===== config.mk =====
export PLATFORM = sky130hd
export DESIGN_NAME = delimited_frame_capture_unit_flat
export DESIGN_NICKNAME = d
export VERILOG_FILES = /design/src/sv/dfc_pkg.sv /design/src/sv/dfc_if.sv /design/src/sv/dfc_front.sv /design/src/sv/dfc_desc_queue.sv /design/src/sv/dfc_back.sv /design/src/sv/delimited_frame_capture_unit.sv /design/src/flat_wrapper.sv
export SDC_FILE = /design/constraint.sdc
export NUM_CORES = 1
export LEC_CHECK = 0
export BUFFER_PORTS_ARGS = -buffer_cell sky130_fd_sc_hd__buf_2
export CAP_MARGIN = 20
export CORE_ASPECT_RATIO = 0.75
export CORE_MARGIN = 10
export CORE_UTILIZATION = 50
export CTS_CLUSTER_SIZE = 28
export DETAILED_ROUTE_END_ITERATION = 16
export PLACE_DENSITY_LB_ADDON = 0.3
export SKIP_LAST_GASP = 1
export SLEW_MARGIN = 20
export SYNTH_ARGS = -nofsm -noshare
export SYNTH_HDL_FRONTEND = slang
export SYNTH_SLANG_ARGS = --single-unit

===== constraint.sdc =====
create_clock -name i_clk -period 3.85 [get_ports i_clk]
set_clock_uncertainty 0.15 [all_clocks]
set_input_delay 0.5775 -clock i_clk [delete_from_list [all_inputs] [get_ports i_clk]]
set_output_delay 0.5775 -clock i_clk [all_outputs]
set_load 0.005 [all_outputs]

===== src/sv/dfc_pkg.sv =====
// Shared types and constants of the delimited frame capture unit.
package dfc_pkg;

    localparam int DEFAULT_FRAME_CAPACITY = 64;
    localparam int BYTE_W = 8;
    localparam int LEN_W = 6;
    localparam int TRAILER_W = 3;
    localparam int CFG_INDEX_W = 2;
    localparam int CFG_DATA_W = 3;

    localparam logic [BYTE_W-1:0] CHAR_LBRACE = 8'h7B;
    localparam logic [BYTE_W-1:0] CHAR_DOLLAR = 8'h24;
    localparam logic [BYTE_W-1:0] CHAR_STAR = 8'h2A;
    localparam logic [BYTE_W-1:0] CHAR_RBRACE = 8'h7D;

    localparam logic [TRAILER_W-1:0] TRAILER_LENGTH_RESET = 3'd3;
    localparam logic DELIVERY_ENABLE_RESET = 1'b1;

    typedef enum logic [CFG_INDEX_W-1:0] {
        CFG_TRAILER_LENGTH = 2'd0,
        CFG_DELIVERY_ENABLE = 2'd1
    } t_cfg_index;

    typedef logic [BYTE_W-1:0] t_byte;
    typedef logic [LEN_W-1:0] t_len;

    typedef struct packed {
        logic valid;
        t_len len;
    } t_q_push;

    typedef struct packed {
        logic full;
        logic empty;
        logic wr_bank;
        logic rd_bank;
        t_len len;
    } t_q_stat;

endpackage


===== src/sv/dfc_if.sv =====
// Channel interfaces for received bytes, frame bytes and configuration writes.
interface dfc_rx_if;
    import dfc_pkg::*;
    logic valid;
    logic ready;
    t_byte rx_byte;
    modport source (output valid, output rx_byte, input ready);
    modport sink (input valid, input rx_byte, output ready);
endinterface

interface dfc_frame_if;
    import dfc_pkg::*;
    logic valid;
    logic ready;
    t_byte frame_byte;
    logic frame_last;
    t_len frame_length;
    modport source (output valid, output frame_byte, output frame_last,
                    output frame_length, input ready);
    modport sink (input valid, input frame_byte, input frame_last,
                  input frame_length, output ready);
endinterface

interface dfc_cfg_if;
    import dfc_pkg::*;
    logic valid;
    logic ready;
    logic [CFG_INDEX_W-1:0] index;
    logic [CFG_DATA_W-1:0] data;
    modport source (output valid, output index, output data, input ready);
    modport sink (input valid, input index, input data, output ready);
endinterface


===== src/sv/dfc_front.sv =====
// Front end: configuration registers, byte classification and frame store writes.
module dfc_front #(
    parameter int FRAME_CAPACITY = dfc_pkg::DEFAULT_FRAME_CAPACITY
) (
    input  logic             i_clk,
    input  logic             i_rst_n,
    dfc_rx_if.sink           i_rx,
    dfc_cfg_if.sink          i_cfg,
    input  dfc_pkg::t_q_stat i_stat,
    output dfc_pkg::t_q_push o_push,
    output logic             o_wr_en,
    output logic [$clog2(FRAME_CAPACITY):0] o_wr_addr,
    output dfc_pkg::t_byte   o_wr_data
);
    import dfc_pkg::*;

    localparam int AW = $clog2(FRAME_CAPACITY);
    localparam int FW = $clog2(FRAME_CAPACITY + 1);

    logic [TRAILER_W-1:0] r_trailer_length;
    logic                 r_delivery_enable;
    logic                 r_open, n_open;
    logic                 r_armed, n_armed;
    logic [TRAILER_W-1:0] r_tc, n_tc;
    logic [FW-1:0]        r_fill, n_fill;

    logic          accept;
    logic          is_opener;
    logic          has_room;
    logic [AW-1:0] wr_idx;
    t_byte         b;

    assign i_cfg.ready = 1'b1;
    assign i_rx.ready = ~i_stat.full;
    assign accept = i_rx.valid & ~i_stat.full;
    assign b = i_rx.rx_byte;
    assign is_opener = (b == CHAR_LBRACE) || (b == CHAR_DOLLAR);
    assign has_room = r_fill < FW'(FRAME_CAPACITY);

    always_ff @(posedge i_clk) begin
        if (!i_rst_n) begin
            r_trailer_length <= TRAILER_LENGTH_RESET;
            r_delivery_enable <= DELIVERY_ENABLE_RESET;
        end else if (i_cfg.valid) begin
            if (i_cfg.index == CFG_TRAILER_LENGTH) begin
                r_trailer_length <= i_cfg.data[TRAILER_W-1:0];
            end
            if (i_cfg.index == CFG_DELIVERY_ENABLE) begin
                r_delivery_enable <= i_cfg.data[0];
            end
        end
    end

    always_comb begin
        n_open = r_open;
        n_armed = r_armed;
        n_tc = r_tc;
        n_fill = r_fill;
        o_wr_en = 1'b0;
        wr_idx = AW'(r_fill);
        o_push = '0;
        if (accept) begin
            if (r_open && has_room) begin
                o_wr_en = 1'b1;
                n_fill = FW'(r_fill + 1'b1);
            end
            if (is_opener) begin
                n_open = 1'b1;
                o_wr_en = 1'b1;
                wr_idx = '0;
                n_fill = FW'(1);
            end
            if (b == CHAR_STAR) begin
                n_armed = 1'b1;
            end
            if (n_armed) begin
                n_tc = TRAILER_W'(r_tc + 1'b1);
            end
            if ((b == CHAR_RBRACE) || (n_tc == r_trailer_length)) begin
                o_push.valid = n_open && r_delivery_enable
                               && (n_fill < FW'(FRAME_CAPACITY));
                o_push.len = LEN_W'(n_fill);
                n_open = 1'b0;
                n_armed = 1'b0;
                n_tc = '0;
                n_fill = '0;
            end
        end
    end

    assign o_wr_addr = {i_stat.wr_bank, wr_idx};
    assign o_wr_data = b;

    always_ff @(posedge i_clk) begin
        if (!i_rst_n) begin
            r_open <= 1'b0;
            r_armed <= 1'b0;
            r_tc <= '0;
            r_fill <= '0;
        end else begin
            r_open <= n_open;
            r_armed <= n_armed;
            r_tc <= n_tc;
            r_fill <= n_fill;
        end
    end

endmodule


===== src/sv/dfc_desc_queue.sv =====
// Two-entry queue of finished frame lengths; entry slot i owns store bank i.
module dfc_desc_queue (
    input  logic             i_clk,
    input  logic             i_rst_n,
    input  dfc_pkg::t_q_push i_push,
    input  logic             i_pop,
    output dfc_pkg::t_q_stat o_stat
);
    import dfc_pkg::*;

    localparam int DEPTH = 2;
    localparam int CW = $clog2(DEPTH + 1);

    t_len          r_len [DEPTH];
    logic          r_wr_ptr;
    logic          r_rd_ptr;
    logic [CW-1:0] r_count;

    assign o_stat.full = r_count == CW'(DEPTH);
    assign o_stat.empty = r_count == '0;
    assign o_stat.wr_bank = r_wr_ptr;
    assign o_stat.rd_bank = r_rd_ptr;
    assign o_stat.len = r_len[r_rd_ptr];

    always_ff @(posedge i_clk) begin
        if (i_push.valid) begin
            r_len[r_wr_ptr] <= i_push.len;
        end
    end

    always_ff @(posedge i_clk) begin
        if (!i_rst_n) begin
            r_wr_ptr <= 1'b0;
            r_rd_ptr <= 1'b0;
            r_count <= '0;
        end else begin
            if (i_push.valid) begin
                r_wr_ptr <= ~r_wr_ptr;
            end
            if (i_pop) begin
                r_rd_ptr <= ~r_rd_ptr;
            end
            if (i_push.valid && !i_pop) begin
                r_count <= CW'(r_count + 1'b1);
            end else if (!i_push.valid && i_pop) begin
                r_count <= CW'(r_count - 1'b1);
            end
        end
    end

    a_no_push_when_full: assert property (@(posedge i_clk) disable iff (!i_rst_n)
        i_push.valid |-> !o_stat.full)
        else $error("Frame pushed into a full queue.");

    a_no_pop_when_empty: assert property (@(posedge i_clk) disable iff (!i_rst_n)
        i_pop |-> !o_stat.empty)
        else $error("Frame popped from an empty queue.");

    a_count_bounded: assert property (@(posedge i_clk) disable iff (!i_rst_n)
        r_count <= CW'(DEPTH))
        else $error("Queue count exceeds its depth.");

    a_push_grows: assert property (@(posedge i_clk) disable iff (!i_rst_n)
        i_push.valid && !i_pop |=> r_count == CW'($past(r_count) + 1'b1))
        else $error("Queue count did not follow a push.");

endmodule


===== src/sv/dfc_back.sv =====
// Back end: two-bank frame store and byte-by-byte emission of queued frames.
module dfc_back #(
    parameter int FRAME_CAPACITY = dfc_pkg::DEFAULT_FRAME_CAPACITY
) (
    input  logic             i_clk,
    input  logic             i_rst_n,
    input  dfc_pkg::t_q_stat i_stat,
    output logic             o_pop,
    input  logic             i_wr_en,
    input  logic [$clog2(FRAME_CAPACITY):0] i_wr_addr,
    input  dfc_pkg::t_byte   i_wr_data,
    dfc_frame_if.source      o_frame
);
    import dfc_pkg::*;

    localparam int AW = $clog2(FRAME_CAPACITY);
    localparam int MEM_DEPTH = 2 * (1 << AW);

    t_byte         r_mem [MEM_DEPTH];
    logic [AW-1:0] r_rd_idx, n_rd_idx;
    logic          r_valid, n_valid;
    t_byte         r_frame_byte;
    logic          r_frame_last;
    t_len          r_frame_length;

    logic advance;
    logic issue;
    logic last_now;

    assign advance = ~r_valid | o_frame.ready;
    assign issue = advance & ~i_stat.empty;
    assign last_now = LEN_W'(r_rd_idx) == LEN_W'(i_stat.len - 1'b1);
    assign o_pop = issue & last_now;

    always_ff @(posedge i_clk) begin
        if (i_wr_en) begin
            r_mem[i_wr_addr] <= i_wr_data;
        end
    end

    always_ff @(posedge i_clk) begin
        if (issue) begin
            r_frame_byte <= r_mem[{i_stat.rd_bank, r_rd_idx}];
            r_frame_last <= last_now;
            r_frame_length <= i_stat.len;
        end
    end

    always_comb begin
        n_rd_idx = r_rd_idx;
        n_valid = r_valid;
        if (advance) begin
            n_valid = issue;
        end
        if (issue) begin
            n_rd_idx = last_now ? '0 : AW'(r_rd_idx + 1'b1);
        end
    end

    always_ff @(posedge i_clk) begin
        if (!i_rst_n) begin
            r_rd_idx <= '0;
            r_valid <= 1'b0;
        end else begin
            r_rd_idx <= n_rd_idx;
            r_valid <= n_valid;
        end
    end

    assign o_frame.valid = r_valid;
    assign o_frame.frame_byte = r_frame_byte;
    assign o_frame.frame_last = r_frame_last;
    assign o_frame.frame_length = r_frame_length;

endmodule


===== src/sv/delimited_frame_capture_unit.sv =====
// Top level of the delimited frame capture unit.
// The unit takes one received byte per cycle and frames it: a frame opens on
// '{' or '$', closes on '}' or after trailer_length bytes counted from an
// asterisk, and a closed frame that fits is sent out, while delivery is
// enabled, one byte per cycle unless o_frame.ready holds it back, with its
// length and a last flag. The front end writes into one bank of a two-bank
// frame store while the back end reads the other, so a byte is accepted every
// cycle except while two finished frames are still waiting to be sent; then
// the input stalls until the back end has moved the last byte of the older one
// into its output register. A closed frame's length is registered in the
// queue before its bytes pass through the back end's output register. The
// store needs no clearing after reset; configuration writes never stall.
module delimited_frame_capture_unit #(
    parameter int FRAME_CAPACITY = dfc_pkg::DEFAULT_FRAME_CAPACITY
) (
    input  logic        i_clk,
    input  logic        i_rst_n,
    dfc_rx_if.sink      i_rx,
    dfc_cfg_if.sink     i_cfg,
    dfc_frame_if.source o_frame
);
    import dfc_pkg::*;

    localparam int AW = $clog2(FRAME_CAPACITY);

    t_q_push         push;
    t_q_stat         stat;
    logic            pop;
    logic            wr_en;
    logic [AW:0]     wr_addr;
    t_byte           wr_data;

    dfc_front #(
        .FRAME_CAPACITY(FRAME_CAPACITY)
    ) u_front (
        .i_clk     (i_clk),
        .i_rst_n   (i_rst_n),
        .i_rx      (i_rx),
        .i_cfg     (i_cfg),
        .i_stat    (stat),
        .o_push    (push),
        .o_wr_en   (wr_en),
        .o_wr_addr (wr_addr),
        .o_wr_data (wr_data)
    );

    dfc_desc_queue u_queue (
        .i_clk   (i_clk),
        .i_rst_n (i_rst_n),
        .i_push  (push),
        .i_pop   (pop),
        .o_stat  (stat)
    );

    dfc_back #(
        .FRAME_CAPACITY(FRAME_CAPACITY)
    ) u_back (
        .i_clk     (i_clk),
        .i_rst_n   (i_rst_n),
        .i_stat    (stat),
        .o_pop     (pop),
        .i_wr_en   (wr_en),
        .i_wr_addr (wr_addr),
        .i_wr_data (wr_data),
        .o_frame   (o_frame)
    );

endmodule

===== src/flat_wrapper.sv =====
// flat-port wrapper written by rule: the top's interface ports become plain ports
module delimited_frame_capture_unit_flat import dfc_pkg::*;
#(
    parameter int FRAME_CAPACITY = dfc_pkg::DEFAULT_FRAME_CAPACITY
)
  (i_clk, i_rst_n, i_rx_valid, i_rx_rx_byte, i_rx_ready, i_cfg_valid, i_cfg_index, i_cfg_data, i_cfg_ready, o_frame_valid, o_frame_frame_byte, o_frame_frame_last, o_frame_frame_length, o_frame_ready);
  dfc_rx_if i_rx_i ();
  dfc_cfg_if i_cfg_i ();
  dfc_frame_if o_frame_i ();
  input  logic i_clk;
  input  logic i_rst_n;
  input wire logic [$bits(i_rx_i.valid)-1:0] i_rx_valid;
  input wire logic [$bits(i_rx_i.rx_byte)-1:0] i_rx_rx_byte;
  output wire logic [$bits(i_rx_i.ready)-1:0] i_rx_ready;
  input wire logic [$bits(i_cfg_i.valid)-1:0] i_cfg_valid;
  input wire logic [$bits(i_cfg_i.index)-1:0] i_cfg_index;
  input wire logic [$bits(i_cfg_i.data)-1:0] i_cfg_data;
  output wire logic [$bits(i_cfg_i.ready)-1:0] i_cfg_ready;
  output wire logic [$bits(o_frame_i.valid)-1:0] o_frame_valid;
  output wire logic [$bits(o_frame_i.frame_byte)-1:0] o_frame_frame_byte;
  output wire logic [$bits(o_frame_i.frame_last)-1:0] o_frame_frame_last;
  output wire logic [$bits(o_frame_i.frame_length)-1:0] o_frame_frame_length;
  input wire logic [$bits(o_frame_i.ready)-1:0] o_frame_ready;
  assign i_rx_i.valid = i_rx_valid;
  assign i_rx_i.rx_byte = i_rx_rx_byte;
  assign i_rx_ready = i_rx_i.ready;
  assign i_cfg_i.valid = i_cfg_valid;
  assign i_cfg_i.index = i_cfg_index;
  assign i_cfg_i.data = i_cfg_data;
  assign i_cfg_ready = i_cfg_i.ready;
  assign o_frame_valid = o_frame_i.valid;
  assign o_frame_frame_byte = o_frame_i.frame_byte;
  assign o_frame_frame_last = o_frame_i.frame_last;
  assign o_frame_frame_length = o_frame_i.frame_length;
  assign o_frame_i.ready = o_frame_ready;
  delimited_frame_capture_unit #(.FRAME_CAPACITY(FRAME_CAPACITY)) u_core (.i_clk(i_clk), .i_rst_n(i_rst_n), .i_rx(i_rx_i), .i_cfg(i_cfg_i), .o_frame(o_frame_i));
endmodule

=== After elaboration in Yosys (flattened, before gate mapping) ===
Memory sizes are Yosys's and may differ from the RTL's. A register that Yosys moved wholly into a read port is not among the register bits.
Cells that the tools add are included.
W data, S select, Z words.

* Flip-flop bits (word level): 34
* Bits in writable memories: 1036
* Logic and storage cells: 83
* Memories kept: 2
* Input port bits: 18

{| class="wikitable"
|+ Memory list
! memory !! depth !! bits a word !! rd ports !! clocked after memory_dff !! wr ports !! RTL line !! text
|-
| u_core.u_back.r_mem || 128 || 8 || 1 || 1 || 1 || dfc_back.sv:19 || <nowiki>t_byte r_mem [MEM_DEPTH];</nowiki>
|-
| u_core.u_queue.r_len || 2 || 6 || 1 || 1 || 1 || dfc_desc_queue.sv:14 || <nowiki>t_len r_len [DEPTH];</nowiki>
|}

* Reduce and logical (&&, ||, !) cells: 14
* Eq/ne operators: 8
* Magnitude comparators: 2
* Bitwise gates (word level): 9
* Add/subtract/negate cells: 6
* Muxes and demuxes: 29

{| class="wikitable"
|+ Operators with widths
! operator !! number
|-
| $mux W7 || 6
|-
| $mux W6 || 3
|-
| $eq A8 B6 Y1 const B || 2
|-
| $eq A8 B7 Y1 const B || 2
|-
| $mux W1 || 15
|-
| $lt A7 B7 Y1 const B || 2
|-
| $mux W3 || 3
|-
| $add A7 B1 Y7 const B || 1
|-
| $add A6 B1 Y6 const B || 1
|-
| $eq A6 B6 Y1 || 1
|-
| $sub A6 B1 Y6 const B || 1
|-
| $logic_and A1 B1 Y1 || 5
|-
| $not A1 Y1 || 5
|-
| $logic_not A2 Y1 || 2
|-
| $mux W2 || 2
|-
| $reduce_and A2 Y1 || 2
|-
| $add A3 B1 Y3 const B || 1
|-
| $and A1 B1 Y1 || 3
|-
| $eq A3 B3 Y1 || 1
|-
| $add A2 B1 Y2 const B || 1
|-
| $eq A2 B1 Y1 const B || 1
|-
| $eq A2 B2 Y1 const B || 1
|-
| $logic_not A1 Y1 || 2
|-
| $logic_or A1 B1 Y1 || 2
|-
| 3 further kinds || 3
|}

=== Logic depth before layout (Yosys ltp) ===
* Word-level depth: 14
* Depth in mapped cells: 12
* Mapped depth without buffers: 11

=== Modules after synthesis ===
From an unflattened synthesis, not the netlist that was laid out.

* Cell total of the unflattened synthesis: 2212
* Area, all modules: 43046.3 um^2

{| class="wikitable"
|+ By module, submodules not included
! module !! area each (um^2) !! instances !! cells an instance !! seq. area each (um^2)
|-
| dfc_back || 41070.6 || 1 || 2007 || 31340.1
|-
| dfc_front || 1310.0 || 1 || 162 || 320.3
|-
| dfc_desc_queue || 665.6 || 1 || 43 || 460.4
|}

=== Least setup slack after synthesis ===
OpenSTA, ideal clock, no wires.

* Kind: input to register
* Start: input port o_frame_ready
* End: register u_core.u_queue.r_count[1]
* Setup slack: 632 ps
* Arrival time: 2997 ps
* Path buffers: 0
* Setup time: 72 ps
* Stages: 8
* Path through: nor2b_1 -> nor2_1 -> o2111ai_1 -> nor3_2 -> inv_1 -> ha_1 -> or3_1 -> a21oi_1

* Word-level cells in the longest chain between the ends: 6
* Elaborated cells between the ends (all ways): 8

{| class="wikitable"
|+ Ends and longest elaborated chain
! element !! RTL line !! text
|-
| start: declaration || flat_wrapper.sv:23 || <nowiki>input wire logic [$bits(o_frame_i.ready)-1:0] o_frame_ready;</nowiki>
|-
| $or A1 B1 Y1 (*) || dfc_back.sv:30 || <nowiki>assign advance = ~r_valid | o_frame.ready;</nowiki>
|-
| $and A1 B1 Y1 (*) || dfc_back.sv:31 || <nowiki>assign issue = advance & ~i_stat.empty;</nowiki>
|-
| named net u_core.u_back.issue || dfc_back.sv:27 || <nowiki>logic issue;</nowiki>
|-
| $and A1 B1 Y1 (*) || dfc_back.sv:33 || <nowiki>assign o_pop = issue & last_now;</nowiki>
|-
| $logic_not A1 Y1 || dfc_desc_queue.sv:43 || <nowiki>if (i_push.valid && !i_pop) begin</nowiki>
|-
| $logic_and A1 B1 Y1 || dfc_desc_queue.sv:43 ||
|-
| $mux W2 or $reduce_bool A2 Y1 (tied branches) || -- ||
|-
| end signal: assignment || dfc_desc_queue.sv:44 || <nowiki>r_count <= CW'(r_count + 1'b1);</nowiki>
|-
| end signal: assignment || dfc_desc_queue.sv:46 || <nowiki>r_count <= CW'(r_count - 1'b1);</nowiki>
|-
| end: declaration || dfc_desc_queue.sv:17 || <nowiki>logic [CW-1:0] r_count;</nowiki>
|}

The timed path passes the listed nets; every way through them passes the cells marked *.
A chain may end at the register's enable or synchronous reset.

==> impl_metrics.yaml <==
outcome:
  outcome: "completed"
worst_setup_path:
  path_class: "register to register"
  crit_fanout: 8
  crit_arrival_ns: 3.91
  critPathTopFamily: "compound AO/OA/AOI/OAI gates"
  critical_path_depth: 10
  endpoint: "u_core.u_queue.r_count[1]$_SDFFE_PN0P_"
  end_kind: "register"
  path_cells: "mux2i_2, ha_1, nand3_1, a221oi_1, o2111ai_1, nor3_2, inv_1, ha_1, or3_1, a21oi_1"
  cp_data_required_time_ns: 4.29
  worstSetupStartpointType: "register"
  r2r.worst_path.cells: 10
  cp_num_buf_inv: 1
  rrSetupSlack_ns: 0.38
  r2r_end: "u_core.u_queue.r_count[1]$_SDFFE_PN0P_"
  cp_common_cell: "ha_1"
  slowest_stage: "dfxtp_1"
  slowest_delay_ns: 0.58
pwr:
  clockPowerShare_pct: 44.2
  p_comb_share_pct: 1.1
  sw_frac_of_total_pct: 19.2
  p_switching_mw: 4.52
  seqPwrFrac_pct: 54.6
  power-per-cell-area_nw_per_um2: 480
  power_leakage_nw: 15.4
  ir_worst_vdd_mv: 0.436
  internal_power_mw: 19.0
floorplanning:
  coreArea_um2: 84500
  initial_core_util_pct: 50.8
  rows: 92
  die-area_um2: 98000
  die_x_um: 358
  io_pins: 36
  fp.dieH_um: 274
detailed_routing:
  drt_iter0_markers: 2599
  ant_nets: 0
  wl_um: 106000
  vias_per_cell: 6.18
  drtPass1Iterations: 6
  num_vias: 22400
  wl_per_cell_um: 29.1
  drc: 0
timing:
  period_needed_ns: 3.47
  tightest_slew_ns: 1.17
  layout_setup_ws_ns: 0.382
  hold_viol_final: 0
  drv_slew: 0
  finalSetupTns_ns: 0
  period_share_pct: 90.1
  fmax_mhz: 288
  setup_violations: 0
  maxSlewHeadroom_pct: 22.0
  rsz0062_at_grt: "no"
clocking:
  clock_path_buffers: 3
  cts_tree: "done"
  cts.clk_slew.worst_paths_ns: 0.06
  cts-buffers-inserted: 98
  htreeDepth: 3
  cts_setup_buffers: 0
  hold_buffers: 3
  root_buffer: "clkbuf_16"
  clk_latency_ns: 0.67
  cts_resized: 0
  clock_sinks: 1079
global_route:
  first_global_vias: 22400
  overflow: 0
  grt_usage_pct: 21.6
  grt_most_used_layer: "met1"
  antenna_found_initial: 3
  grt_max_degree: 93
  globalRouteMet3Util_pct: 6.93
  globalRouteMet1Util_pct: 31.4
  grt_pass1_wl_um: 155000
  met2_usage_pct: 31.1
synth:
  synth_cell_types: 84
  netlist_area_um2: 42900
  ys_ff_latch: 1079
  synth_area_leaders: "edfxtp_1 74%, mux4_2 11%, mux2i_1 3.4%, nor2_1 1.4%, dfxtp_1 1.3%"
  yosysWarnings: 0
  synth_area_per_cell_um2: 19.7
  ys_async_sr_fraction_pct: 0
  synth_fp_nets: 2198
  synth-seq-area-share_pct: 74.9
  yosysTopAreaCellShare_pct: 73.6
  synth-edff-count: 1051
  syn_inst: 2175
  synthFlopType: "edfxtp_1"
  synth_top_area_cell: "edfxtp_1"
cells_and_area:
  finalNetCount: 2444
  drive_gt1_share_pct: 27.2
  final_common_cell: "edfxtp_1"
  stdcell_count: 3634
  mostFrequentLayoutCells: "1051 x edfxtp_1, 221 x buf_4, 213 x mux4_2"
  insertedDiodeCount: 0
  area_delta_synth_final_pct: 14.4
placed_design:
  globalplace.congestion: 0.846
  place_ws_ns: 0.420
  io_buffers: 34
  place.detailed.hpwl_um: 66300
  placed_cells: 3445
flow_run:
  cap_violations: 0
hold_path:
  hold_class: "input port to register"
==> layer usage <==
| layer | up-vias | wire [um] |
|---|---|---|
| met5 | - | 26 |
| met4 | 4 | 2790 |
| met3 | 172 | 12800 |
| met2 | 1248 | 47000 |
| met1 | 11600 | 43200 |
| li1 | 9431 | - |
==> power groups by stage <==
stage	clock, mW	sequential [mW]	combinational [mW]
2_1_floorplan	0	13.1	0.0300
3_3_place_gp	0	13.1	0.253
3_5_place_dp	0	13.1	0.264
4_1_cts	10.5	12.9	0.267
5_1_grt	11.0	12.9	0.286
6_report	10.4	12.9	0.266
==> per-stage QoR <==
stage	utilization, %	power [mW]	instance area [um2]	hold WS, ns
CTS	58.0	23.7	49000	0.0605
detailed placement	53.9	13.4	45600	0.342
global placement	53.9	13.4	45600	0.304
floorplan	-	13.2	42900	0.282
finish	58.1	23.6	49100	0.107
global route	58.1	24.2	49100	0.103
==> synth_stat cells (all sizes together), types with 11 or more instances <==
library cell and number:
a211oi 19, a21oi 52, and2 11, buf 74
clkbuf 46, dfxtp 28, edfxtp 1051, inv 15
mux2i 147, mux4 213, nand2 64, nand3 23
nor2 160, nor3 17, o21ai 45, o221ai 36
o22ai 16, xnor2 11
==> state kept, by name, summed over array words and instances (netlist names), named ones only <==
name / cells
u_core.u_back.r_rd_idx: 6
u_core.u_front.r_armed: 1
u_core.u_front.r_tc: 3
u_core.u_back.o_frame.frame_byte: 8
u_core.u_front.r_delivery_enable: 1
u_core.u_front.r_trailer_length: 3
u_core.u_front.r_fill: 7
u_core.u_back.o_frame.valid: 1
u_core.u_back.r_mem: 1024
u_core.u_queue.r_wr_ptr: 1
u_core.u_queue.r_count: 2
u_core.u_back.o_frame.frame_length: 6
u_core.u_back.o_frame.frame_last: 1
u_core.u_queue.r_len: 12
u_core.u_front.r_open: 1
u_core.u_queue.r_rd_ptr: 1
==> cell families after synthesis <==
group / share of synthesized area (%)
DFF: 74.9
muxes: 14.9
and+or+nand+nor: 3.73
AOI/OAI and AO/OA: 3.73
buffers and inverters: 2.16
xor gates and xnor gates: 0.420
adders and majority gates: 0.146
other: 0.00874
==> area by class of cell <==
class,instances,area [um2]
fillers,6138,35400
flip-flops and latches,1079,32100
multi-input cells,960,9870
clock buffers,113,2530
repair buffers,266,2140
well taps,1128,1410
clock inverters,72,911
inverters,16,60.1
==> worst min path at each step <==
stage	start	endpoint	slack [ns]	cells past startpoint
after floorplan	u_core.u_front.r_open$_SDFFE_PN0P_	u_core.u_front.r_open$_SDFFE_PN0P_	0.28	2
after global placement	u_core.u_front.r_open$_SDFFE_PN0P_	u_core.u_front.r_open$_SDFFE_PN0P_	0.30	2
after detailed placement	u_core.u_front.r_fill[6]$_SDFFE_PN0P_	u_core.u_front.r_fill[6]$_SDFFE_PN0P_	0.34	2
after CTS	i_rst_n	u_core.u_front.r_trailer_length[0]$_SDFFE_PN1P_	0.06	2
after global routing	i_rst_n	u_core.u_front.r_trailer_length[1]$_SDFFE_PN1P_	0.10	2
final	i_rst_n	u_core.u_front.r_trailer_length[0]$_SDFFE_PN1P_	0.11	2
(Power assumes the default switching activity.)
